===== src/rtl/rsq_pkg.sv =====
`timescale 1ns / 1ps
// ---------------------------------------------------------------------------
// rsq_pkg
// Shared types, constants and functions of the rotated sprite quad expander.
// ---------------------------------------------------------------------------
package rsq_pkg;

	// quarter-wave sine table size, log2 of entries (range 6..14)
	localparam int SINE_TABLE_BITS_DEF = 10;

	// corner coordinate width (signed) and sine/cosine width (signed Q1.16)
	localparam int CW = 38;
	localparam int SW = 18;
	localparam int Q_FRAC = 16;

	localparam logic [16:0] CAP_MAX = 17'd65536;
	localparam logic [2:0]  LAST_VTX = 3'd5;
	localparam logic [1:0]  ROT_LAST = 2'd3;

	// configuration port
	localparam int APB_AW = 3;
	localparam logic [APB_AW-1:0] REG_VERTEX_CAPACITY = 3'd0;

	// pi/2 in Q30 and Taylor denominators (2n)(2n+1)
	localparam logic [63:0] HALF_PI_Q30 = 64'd1686629713;
	localparam logic [63:0] TAYLOR_DIV [6] = '{64'd6, 64'd20, 64'd42, 64'd72, 64'd110, 64'd156};

	typedef struct packed {
		logic        restart;
		logic [31:0] pos_x;
		logic [31:0] pos_y;
		logic [31:0] width;
		logic [31:0] height;
		logic [16:0] origin_x;
		logic [16:0] origin_y;
		logic [15:0] angle;
		logic [63:0] uv_region;
		logic [1:0]  flips;
		logic [31:0] tint;
	} rsq_sprite_t;

	typedef struct packed {
		logic [15:0] slot;
		logic [31:0] vert_x;
		logic [31:0] vert_y;
		logic [15:0] tex_u;
		logic [15:0] tex_v;
		logic [31:0] color;
		logic        last;
	} rsq_vertex_t;

	// controller -> datapath
	typedef struct packed {
		logic       load;
		logic       setup;
		logic       corner;
		logic       rot;
		logic [1:0] rot_idx;
		logic       finish;
		logic       emit;
		logic [2:0] vtx;
	} rsq_cmd_t;

	// datapath -> controller
	typedef struct packed {
		logic fits;
		logic rotate;
		logic out_free;
	} rsq_sts_t;

	// one quarter-wave entry, Q16 with 1.0 = 65536
	function automatic logic [16:0] quarter_entry(input int unsigned k, input int unsigned bits);
		logic [63:0] xr;
		logic [63:0] sum;
		logic [63:0] term;
		int          n;
		if (k >= (32'd1 << bits)) begin
			return CAP_MAX;
		end
		xr = (64'(k) * HALF_PI_Q30) >> bits;
		sum = xr;
		term = xr;
		for (n = 1; n <= 6; n++) begin
			term = (term * xr) >> 30;
			term = (term * xr) >> 30;
			term = term / TAYLOR_DIV[n-1];
			if (n % 2 == 1) begin
				sum = sum - term;
			end else begin
				sum = sum + term;
			end
		end
		sum = (sum + 64'd8192) >> 14;
		if (sum > 64'd65536) begin
			sum = 64'd65536;
		end
		return sum[16:0];
	endfunction

	function automatic logic [31:0] sat32(input logic signed [CW:0] v);
		logic signed [CW:0] hi;
		logic signed [CW:0] lo;
		hi = $signed((CW+1)'(32'h7FFF_FFFF));
		lo = ~hi;
		if (v > hi) begin
			return 32'h7FFF_FFFF;
		end else if (v < lo) begin
			return 32'h8000_0000;
		end
		return v[31:0];
	endfunction

	// triangle list order: corners 1,2,3,1,3,4
	function automatic logic [1:0] corner_of(input logic [2:0] vtx);
		logic [1:0] c;
		case (vtx)
			3'd0: c = 2'd0;
			3'd1: c = 2'd1;
			3'd2: c = 2'd2;
			3'd3: c = 2'd0;
			3'd4: c = 2'd2;
			3'd5: c = 2'd3;
			default: c = 2'd0;
		endcase
		return c;
	endfunction

endpackage


===== src/rtl/rsq_ctrl.sv =====
`timescale 1ns / 1ps
// ---------------------------------------------------------------------------
// rsq_ctrl
// Sequencer: accept, setup, corners, rotation pass, completion, emission.
// ---------------------------------------------------------------------------
module rsq_ctrl (
	input  logic              clk,
	input  logic              arst_n,
	input  logic              in_valid,
	output logic              in_ready,
	input  rsq_pkg::rsq_sts_t sts,
	output rsq_pkg::rsq_cmd_t cmd
);

	typedef enum logic [2:0] {
		ST_IDLE,
		ST_SETUP,
		ST_CORNER,
		ST_ROT,
		ST_FINISH,
		ST_EMIT
	} state_t;

	state_t     state_q;
	logic [2:0] cnt_q;

	always_ff @(posedge clk or negedge arst_n) begin
		if (!arst_n) begin
			state_q <= ST_IDLE;
			cnt_q   <= '0;
		end else begin
			case (state_q)
				ST_IDLE: begin
					if (in_valid) begin
						state_q <= ST_SETUP;
					end
				end
				ST_SETUP: begin
					// sprite dropped whole when six slots are not free
					state_q <= sts.fits ? ST_CORNER : ST_IDLE;
				end
				ST_CORNER: begin
					cnt_q   <= '0;
					state_q <= sts.rotate ? ST_ROT : ST_EMIT;
				end
				ST_ROT: begin
					if (cnt_q[1:0] == rsq_pkg::ROT_LAST) begin
						cnt_q   <= '0;
						state_q <= ST_FINISH;
					end else begin
						cnt_q <= cnt_q + 3'd1;
					end
				end
				ST_FINISH: begin
					cnt_q   <= '0;
					state_q <= ST_EMIT;
				end
				ST_EMIT: begin
					if (sts.out_free) begin
						if (cnt_q == rsq_pkg::LAST_VTX) begin
							cnt_q   <= '0;
							state_q <= ST_IDLE;
						end else begin
							cnt_q <= cnt_q + 3'd1;
						end
					end
				end
				default: begin
					state_q <= ST_IDLE;
				end
			endcase
		end
	end

	always_comb begin
		in_ready    = (state_q == ST_IDLE);
		cmd.load    = in_valid && (state_q == ST_IDLE);
		cmd.setup   = (state_q == ST_SETUP);
		cmd.corner  = (state_q == ST_CORNER);
		cmd.rot     = (state_q == ST_ROT);
		cmd.rot_idx = cnt_q[1:0];
		cmd.finish  = (state_q == ST_FINISH);
		cmd.emit    = (state_q == ST_EMIT) && sts.out_free;
		cmd.vtx     = cnt_q;
	end

	a_drop_to_idle: assert property (@(posedge clk) disable iff (!arst_n)
		(state_q == ST_SETUP) && !sts.fits |=> state_q == ST_IDLE)
		else $error("dropped sprite did not return to idle");

	a_load_to_setup: assert property (@(posedge clk) disable iff (!arst_n)
		cmd.load |=> state_q == ST_SETUP && !cmd.emit)
		else $error("accepted item not followed by setup");

	a_emit_bound: assert property (@(posedge clk) disable iff (!arst_n)
		(state_q == ST_EMIT) |-> cnt_q <= rsq_pkg::LAST_VTX)
		else $error("vertex index beyond sixth vertex");

endmodule


===== config.mk =====
export PLATFORM = sky130hd
export DESIGN_NAME = rsq_ctrl
export DESIGN_NICKNAME = d
export VERILOG_FILES = /design/src/rtl/rsq_pkg.sv /design/src/rtl/rsq_ctrl.sv
export SDC_FILE = /design/constraint.sdc
export NUM_CORES = 1
export LEC_CHECK = 0
export ABC_AREA = 0
export BUFFER_PORTS_ARGS = -buffer_cell sky130_fd_sc_hd__buf_4
export CAP_MARGIN = 20
export CELL_PAD_IN_SITES_DETAIL_PLACEMENT = 0
export CELL_PAD_IN_SITES_GLOBAL_PLACEMENT = 1
export CORE_ASPECT_RATIO = 0.9
export CORE_MARGIN = 2
export CORE_UTILIZATION = 30
export CTS_BUF_LIST = sky130_fd_sc_hd__clkbuf_16
export CTS_CLUSTER_DIAMETER = 150
export DETAILED_ROUTE_END_ITERATION = 16
export PLACE_DENSITY = 0.8
export SYNTH_ARGS = -nofsm -noshare
export SYNTH_HDL_FRONTEND = slang
export SYNTH_SLANG_ARGS = --single-unit
export TNS_END_PERCENT = 5

===== constraint.sdc =====
create_clock -name clk -period 1.3 [get_ports clk]
set_input_delay 0.325 -clock clk [delete_from_list [all_inputs] [get_ports clk]]
set_output_delay 0.325 -clock clk [all_outputs]
set_load 0.005 [all_outputs]

==> Yosys cells after proc, flatten, opt, wreduce, memory -nomap -nowiden <==
Index checks and enable logic that the tools add are counted.
{ "op_classes": {"add_sub_neg": 1, "reduce_logical": 7, "n_mux": 11, "eq_ne": 11} }
{ "ops": {"columns": ["cell", "n"], "rows": [
  ["2-to-1 mux 3 bit", 8],
  ["case mux 3 bit (6 select lines)", 1],
  ["== test 3 bit (second input constant)", 3],
  ["case mux 3 bit (3 select lines)", 1],
  ["== test 3 x 2 -> 1 bit (second input constant)", 2],
  ["!= test 2 bit (second input constant)", 3],
  ["AND reduction 4 bit", 1],
  ["adder 3 x 1 -> 3 bit (second input constant)", 1],
  ["== test 3 x 1 -> 1 bit (second input constant)", 1],
  ["logical NOT 3 bit", 1],
  ["nonzero test 3 bit", 1],
  ["== test 2 bit (second input constant)", 1],
  ["logical AND 1 bit", 2],
  ["2-to-1 mux 2 bit", 1],
  ["!= test 2 x 1 -> 1 bit (second input constant)", 1],
  ["AND reduction 2 bit", 1],
  ["OR reduction 2 bit", 1]
]} }
{ "totals": {"inputBits": 6, "out_inout_bits": 12, "reg_bits": 6, "elab_cells": 32} }

==> Longest topological paths before layout <==
Gate-level depths: netlist (run 1).
{ "logic_depth": {"depth_word": 4, "depth_mapped": 6, "ltp_nobuf": 6} }

==> Worst setup path before layout (run 1) <==
Ideal clock, no wire load.
{ "synth_timing": {"path_kind": "register to register", "from": "register state_q[2]", "to": "register cnt_q[2]", "stages_incl_launch_ff": 5, "required_time_ns": 1.175, "slack_ns": -0.046, "setup_ns": 0.125, "period_less_slack_ns": 1.346, "arrival_ns": 1.221, "path_buffers": 1, "path_cell_list": "dfrtp_1 -> buf_6 -> nor2b_4 -> a21oi_2 -> mux2_2"} }
{ "synth_between": {"elab_chain_len": 4, "word_cells_on_any_way": 9, "cone_classes": "5 x eq/ne; 1 x mux; 3 x reduce/logical"} }
{ "synth_lines": {"columns": ["item", "line_no", "source"], "rows": [
  ["start, declared", "rsq_ctrl.sv:24", "state_t state_q;"],
  ["start signal, assigned", "rsq_ctrl.sv:40", "state_q <= sts.fits ? ST_CORNER : ST_IDLE;"],
  ["start signal, assigned", "rsq_ctrl.sv:44", "state_q <= sts.rotate ? ST_ROT : ST_EMIT;"],
  ["== test 3 bit / == test 3 x 2 -> 1 bit (equally long branches)", "rsq_ctrl.sv:32", "case (state_q)"],
  ["OR reduction 2 bit (no source line)", null, null],
  ["nonzero test 3 bit (no source line)", null, null],
  ["AND reduction 2 bit (no source line)", null, null],
  ["end signal, assigned", "rsq_ctrl.sv:51", "cnt_q <= cnt_q + 3'd1;"],
  ["end signal, assigned", "rsq_ctrl.sv:64", "cnt_q <= cnt_q + 3'd1;"],
  ["end, declared", "rsq_ctrl.sv:25", "logic [2:0] cnt_q;"]
]} }
Several ways; a longest one is shown, not always the timed one.
A chain may end at the register's enable or synchronous reset.

==> flow_metrics.env, run 1 <==
export IMPL_status="finished with violations"
export IMPL_violations="setup timing"
export IMPL_rows=13
export IMPL_core_mm2=0.00150
export IMPL_clkTransAtPathRegs_ns=0.03
export IMPL_cp_num_buf_inv=1
export IMPL_antenna_left=0
export IMPL_crit_chain="and2b_2 > and2b_2 > buf_6"
export IMPL_routed_wl_um=1240
export IMPL_fillCellCount=130
export IMPL_critPathKind="reg -> out"
export IMPL_design_area_um2=895
export IMPL_drive_gt1_frac=0.644
export IMPL_drt_iter0_markers=7
export IMPL_overflow=0
export IMPL_cts_tree="built"
export IMPL_synth_warnings=0
export IMPL_htreeDepth=1
export IMPL_initial_core_util=0.328
export IMPL_firstDrtPassIters=3
export IMPL_fin_crit_ns=1.54
export IMPL_holdWs_ns=0.385
export IMPL_crit_path_start_kind="flip-flop"
export IMPL_place_congestion=0.721
export IMPL_crit_top_cell="and2b_2"
export IMPL_required_ns=0.98
export IMPL_placed_area_um2=691
export IMPL_final_common_cell="buf_4"
export IMPL_fin_tns_setup_ns=-1.54
export IMPL_postLayoutCoreUtil=0.598
export IMPL_crit_family="simple AND/OR/NAND/NOR gates"
export IMPL_setup_violations=10
export IMPL_rsz0062_at_grt="true"
export IMPL_cp_max_fo=8
export IMPL_grt_max_degree=12
export IMPL_p_per_area_mw_per_mm2=2520
export IMPL_fmax_mhz=651
export IMPL_antenna_found_initial=0
export IMPL_clock_sinks=6
export IMPL_period_share=1.18
export IMPL_ys_seq_area_frac=0.306
export IMPL_cap_violations=0
export IMPL_drv_slew=0
export IMPL_root_buffer="clkbuf_16"
export IMPL_vias=505
export IMPL_ys_ff_latch=6
export IMPL_slowest_stage="dfrtp_2"
export IMPL_synth_area_per_cell_um2=9.08
export IMPL_grt_usage=0.135
export IMPL_grt_pass1_vias=459
export IMPL_final_critical_path_setup_slack_ns=-0.236
export IMPL_antenna_cells=0
export IMPL_mostFrequentLayoutCells="buf_4 (27), buf_6 (7), nand2_1 (6)"
export IMPL_synth_cell_types=29
export IMPL_end_kind="output port"
export IMPL_syn_to_final_growth_pct=82.4
export IMPL_route_detailed_drc=0
export IMPL_ir_drop_v=0.00128
export IMPL_synth_nets=63
export IMPL_viasPerCell=4.63
export IMPL_crit_arrival_ns=1.21
export IMPL_fp_dieArea_mm2=0.00197
export IMPL_insertion_delay_ns=0.22
export IMPL_port_buffers=17
export IMPL_maxSlewHeadroom=0.838
export IMPL_finalHoldViolCount=0
export IMPL_fp_dieW_um=46.6
export IMPL_fin_skew_ns=0.000186
export IMPL_worst_pin_slew_ns=0.243
export IMPL_wire_per_inst_um=11.4
export IMPL_leakage_nw=0.433
export IMPL_synth_area_um2=490
export IMPL_die_h_um=42.4
export IMPL_ctsLongestPathBuffers=2
export IMPL_critPathMaxStageDelay_ns=0.43
export IMPL_synthCells=54
export IMPL_cts_made_buffers=3
export IMPL_ios=18
export IMPL_finalNetCount=98
export IMPL_hold_class="in -> reg"
export IMPL_grt_pass1_wl_um=1940
==> worst register-to-register path, delay by kind of cell (launching register included) <==
kind / cells / cell delay [ns]
compound gates: 1 / 0.09
buf+inv: 2 / 0.25
flops: 1 / 0.43
mux: 1 / 0.27
simple gates: 2 / 0.34
==> path summary, 6_finish.rpt <==
path                            slack (ns)  cells after the start                endpoint                    from
min in group asynchronous             0.44                      2    cnt_q[0]$_DFFE_PN0P_                  arst_n
worst min register to register        0.63                      2    cnt_q[1]$_DFFE_PN0P_    cnt_q[1]$_DFFE_PN0P_
max in group asynchronous             0.74                      2  state_q[2]$_DFFE_PN0P_                  arst_n
worst min-delay path                  0.38                      3  state_q[1]$_DFFE_PN0P_                  sts[2]
worst max-delay path                 -0.24                      3                  cmd[9]  state_q[1]$_DFFE_PN0P_
worst max register to register       -0.19                      6    cnt_q[2]$_DFFE_PN0P_  state_q[1]$_DFFE_PN0P_
==> cell type report <==
cell class / instances / area [µm²] / share of cell area
inverters: 3 / 11.3 / 0.0126
multi-input cells: 40 / 335 / 0.375
clock buffers: 3 / 75.1 / 0.0839
flip-flops and latches: 6 / 154 / 0.172
well taps: 22 / 27.5 / 0.0308
repair buffers: 35 / 292 / 0.326
==> report_power, final <==
group          switching (mW)  internal, mW
clock network          0.0934         0.394
registers               0.154         0.279
logic                   0.508         0.822
total                   0.756          1.49
==> layer usage <==
metal / up-vias / global-route usage / wire [µm]
met3: 2 / 0.0259 / 35
met4: 0 / 0.0500 / 14
met5: - / 0 / 0
li1: 247 / - / -
met2: 8 / 0.225 / 653
met1: 248 / 0.168 / 540
==> registers in the layout, summed over array words and instances, names as in the netlist <==
name,count
cnt_q,3
state_q,3
==> synthesized netlist by cell type, drive strengths merged <==
cell | number | area, µm²
o22ai | 1 | 6.26
inv | 3 | 11.3
nand2b | 1 | 6.26
o21ai | 3 | 15.0
mux2 | 1 | 11.3
nor2 | 3 | 11.3
ha | 3 | 37.5
nor3 | 2 | 10.0
and2 | 1 | 6.26
nor2b | 1 | 13.8
nand3 | 3 | 15.0
and3 | 1 | 7.51
a21bo | 1 | 10.0
a21oi | 3 | 18.8
or2 | 1 | 8.76
a21o | 1 | 7.51
dfrtp | 6 | 150
and2b | 3 | 26.3
buf | 5 | 45.0
o211ai | 1 | 7.51
nand2 | 7 | 26.3
a211oi | 1 | 12.5
nor3b | 2 | 26.3
==> through the flow <==
stage	power, mW	setup WS (ns)	std cells
2_1_floorplan	1.02	-0.0452	54
3_3_place_gp	1.43	-0.0776	99
3_5_place_dp	1.45	-0.121	99
4_1_cts	2.18	-0.237	108
5_1_grt	2.41	-0.268	109
6_report	2.25	-0.236	109
==> what timing repair did <==
item,CTS,global route
gates resized for setup,15,5
hold buffers,1,0
endpoints found under the setup margin,10,12
endpoints found under the hold margin,6,0
pin swaps,3,3
setup buffers,5,1
==> cells by family after synthesis <==
group           after synthesis  synth area share
simple gates                 25             0.321
compound gates               11             0.158
buf+inv                       8             0.115
flops                         6             0.306
fa+ha+maj                     3            0.0765
mux                           1            0.0230
No activity file was read; power rests on OpenSTA's default activity.
==> run 2, diff against run 1 <==
--- a/config.mk
+++ b/config.mk
@@ -6,11 +6,12 @@
 export NUM_CORES = 1
 export LEC_CHECK = 0
 export ABC_AREA = 0
+export ABC_CLOCK_PERIOD_IN_PS = 1300
 export BUFFER_PORTS_ARGS = -buffer_cell sky130_fd_sc_hd__buf_4
 export CAP_MARGIN = 20
 export CELL_PAD_IN_SITES_DETAIL_PLACEMENT = 0
 export CELL_PAD_IN_SITES_GLOBAL_PLACEMENT = 1
-export CORE_ASPECT_RATIO = 0.9
+export CORE_ASPECT_RATIO = 1.25
 export CORE_MARGIN = 2
 export CORE_UTILIZATION = 30
 export CTS_BUF_LIST = sky130_fd_sc_hd__clkbuf_16
==> run 2 against run 1 <==
Against the previous run:
- non-clock buffer count rose by 3
- the flow still finishes with violations (setup timing)
- final area rose by 4.3%
- register-to-register slack improved by 0.04 ns
- worst setup slack improved by 0.018 ns
- power rose by 5.4%
==> flow_metrics.env, run 2 (synthesis results as in run 1) <==
export IMPL_r2r_end="cnt_q[2]$_DFFE_PN0P_"
export IMPL_drv_slew=0
export IMPL_initial_core_util=0.318
export IMPL_cp_max_fo=3
export IMPL_p_per_area_mw_per_mm2=2540
export IMPL_grt_usage=0.156
export IMPL_design_area_um2=933
export IMPL_htreeDepth=1
export IMPL_required_ns=0.98
export IMPL_postLayoutCoreUtil=0.606
export IMPL_overflow=0
export IMPL_finalNetCount=101
export IMPL_fin_skew_ns=0.000795
export IMPL_final_common_cell="buf_4"
export IMPL_hold_class="in -> reg"
export IMPL_multiInputGateArea_um2=344
export IMPL_routed_wl_um=1290
export IMPL_final_critical_path_setup_slack_ns=-0.218
export IMPL_crit_arrival_ns=1.19
export IMPL_status="finished with violations"
export IMPL_grt_pass1_wl_um=2150
export IMPL_fin_tns_setup_ns=-1.36
export IMPL_grt_max_degree=9
export IMPL_drt_iter0_markers=8
export IMPL_period_share=1.17
export IMPL_antenna_cells=0
export IMPL_critPathKind="reg -> out"
export IMPL_cts_tree="built"
export IMPL_root_buffer="clkbuf_16"
export IMPL_ctsLongestPathBuffers=2
export IMPL_clkTransAtPathRegs_ns=0.03
export IMPL_hp_start="sts[2]"
export IMPL_use_met2=0.272
export IMPL_finalHoldViolCount=0
export IMPL_rows=16
export IMPL_regArea_um2=154
export IMPL_antenna_left=0
export IMPL_ios=18
export IMPL_fmax_mhz=659
export IMPL_end_kind="output port"
export IMPL_port_buffers=17
export IMPL_insertion_delay_ns=0.22
export IMPL_fp_dieW_um=40.2
export IMPL_met1_usage=0.179
export IMPL_rsz0062_at_grt="true"
export IMPL_placed_area_um2=701
export IMPL_grt_met3_usage=0.0274
export IMPL_reg2reg_from="state_q[0]$_DFFE_PN0P_"
export IMPL_gr_max_usage_layer="met2"
export IMPL_hold_path_end="state_q[1]$_DFFE_PN0P_"
export IMPL_leakage_nw=0.460
export IMPL_min_path_cells=3
export IMPL_clock_sinks=6
export IMPL_wire_per_inst_um=12.0
export IMPL_antenna_found_initial=0
export IMPL_cap_violations=0
export IMPL_crit_path_start_kind="flip-flop"
export IMPL_fillCellCount=129
export IMPL_vias=493
export IMPL_r2r_setup_slack_ns=-0.15
export IMPL_place_congestion=0.694
export IMPL_cts_made_buffers=3
export IMPL_reg_top3="cnt_q: 3 flops, state_q: 3 flops"
export IMPL_core_mm2=0.00154
export IMPL_drive_gt1_frac=0.667
export IMPL_worst_pin_slew_ns=0.177
export IMPL_fin_crit_ns=1.52
export IMPL_violations="setup timing"
export IMPL_die_h_um=49.2
export IMPL_reg2reg_depth=6
export IMPL_grt_pass1_vias=526
export IMPL_viasPerCell=4.56
export IMPL_fp_dieArea_mm2=0.00198
export IMPL_setup_violations=10
export IMPL_ir_drop_v=0.00120
export IMPL_firstDrtPassIters=4
export IMPL_syn_to_final_growth_pct=90.3
export IMPL_dpl_hpwl_um=902
export IMPL_mostFrequentLayoutCells="buf_4 (29), buf_6 (7), nand2_1 (6)"
export IMPL_maxSlewHeadroom=0.881
export IMPL_route_detailed_drc=0
## run 2: critical path, cell delays in order, from the launching register on
cell and delay [ns]:
dfrtp_2 0.43, and2b_2 0.23, and2b_2 0.20, buf_6 0.11
## run 2: layout make-up
| cell class | instances | area share |
|---|---|---|
| Clock buffer | 3 | 0.0804 |
| Sequential cell | 6 | 0.165 |
| Tap cell | 18 | 0.0241 |
| Multi-Input combinational cell | 40 | 0.369 |
| Timing Repair Buffer | 38 | 0.350 |
| Inverter | 3 | 0.0121 |
## run 2: power by group
group / switching [mW] / internal, mW
Combinational: 0.567 / 0.916
Sequential: 0.125 / 0.279
Clock: 0.0916 / 0.394
## run 2: how the worst max path moves through the flow
| stage | startpoint | end | slack [ns] |
|---|---|---|---|
| 5_1_grt | state_q[0]$_DFFE_PN0P_ | cmd[8] | -0.25 |
| 4_1_cts | state_q[0]$_DFFE_PN0P_ | cmd[9] | -0.21 |
| 3_5_place_dp | state_q[0]$_DFFE_PN0P_ | cmd[3] | -0.06 |
| 3_3_place_gp | state_q[0]$_DFFE_PN0P_ | cmd[3] | -0.06 |
| 2_1_floorplan | cnt_q[0]$_DFFE_PN0P_ | cnt_q[2]$_DFFE_PN0P_ | -0.05 |
| 6_report | state_q[0]$_DFFE_PN0P_ | cmd[9] | -0.22 |
## run 2: repair_timing
item / in CTS / in global routing
gates cloned: 0 / 0
setup endpoints to repair: 9 / 11
resized for setup: 16 / 6
setup buffers: 6 / 1
endpoints found under the hold margin: 6 / 0
pin swaps: 4 / 3
hold buffers: 1 / 0
## run 2: through the flow
step	power (mW)	worst slack (ns)	cells	hold slack [ns]
floorplan	1.02	-0.0452	54	0.0294
global placement	1.46	-0.0575	97	0.134
detailed placement	1.48	-0.0587	97	0.134
CTS	2.29	-0.210	107	0.363
global route	2.54	-0.249	108	0.401
finish	2.37	-0.218	108	0.385
## run 2: routing by layer
metal  part of all wire  vias up
li1                   -      252
met1               0.40      231
met2               0.56       10
met3              0.036        0
met4                  0        0
met5                  0        -
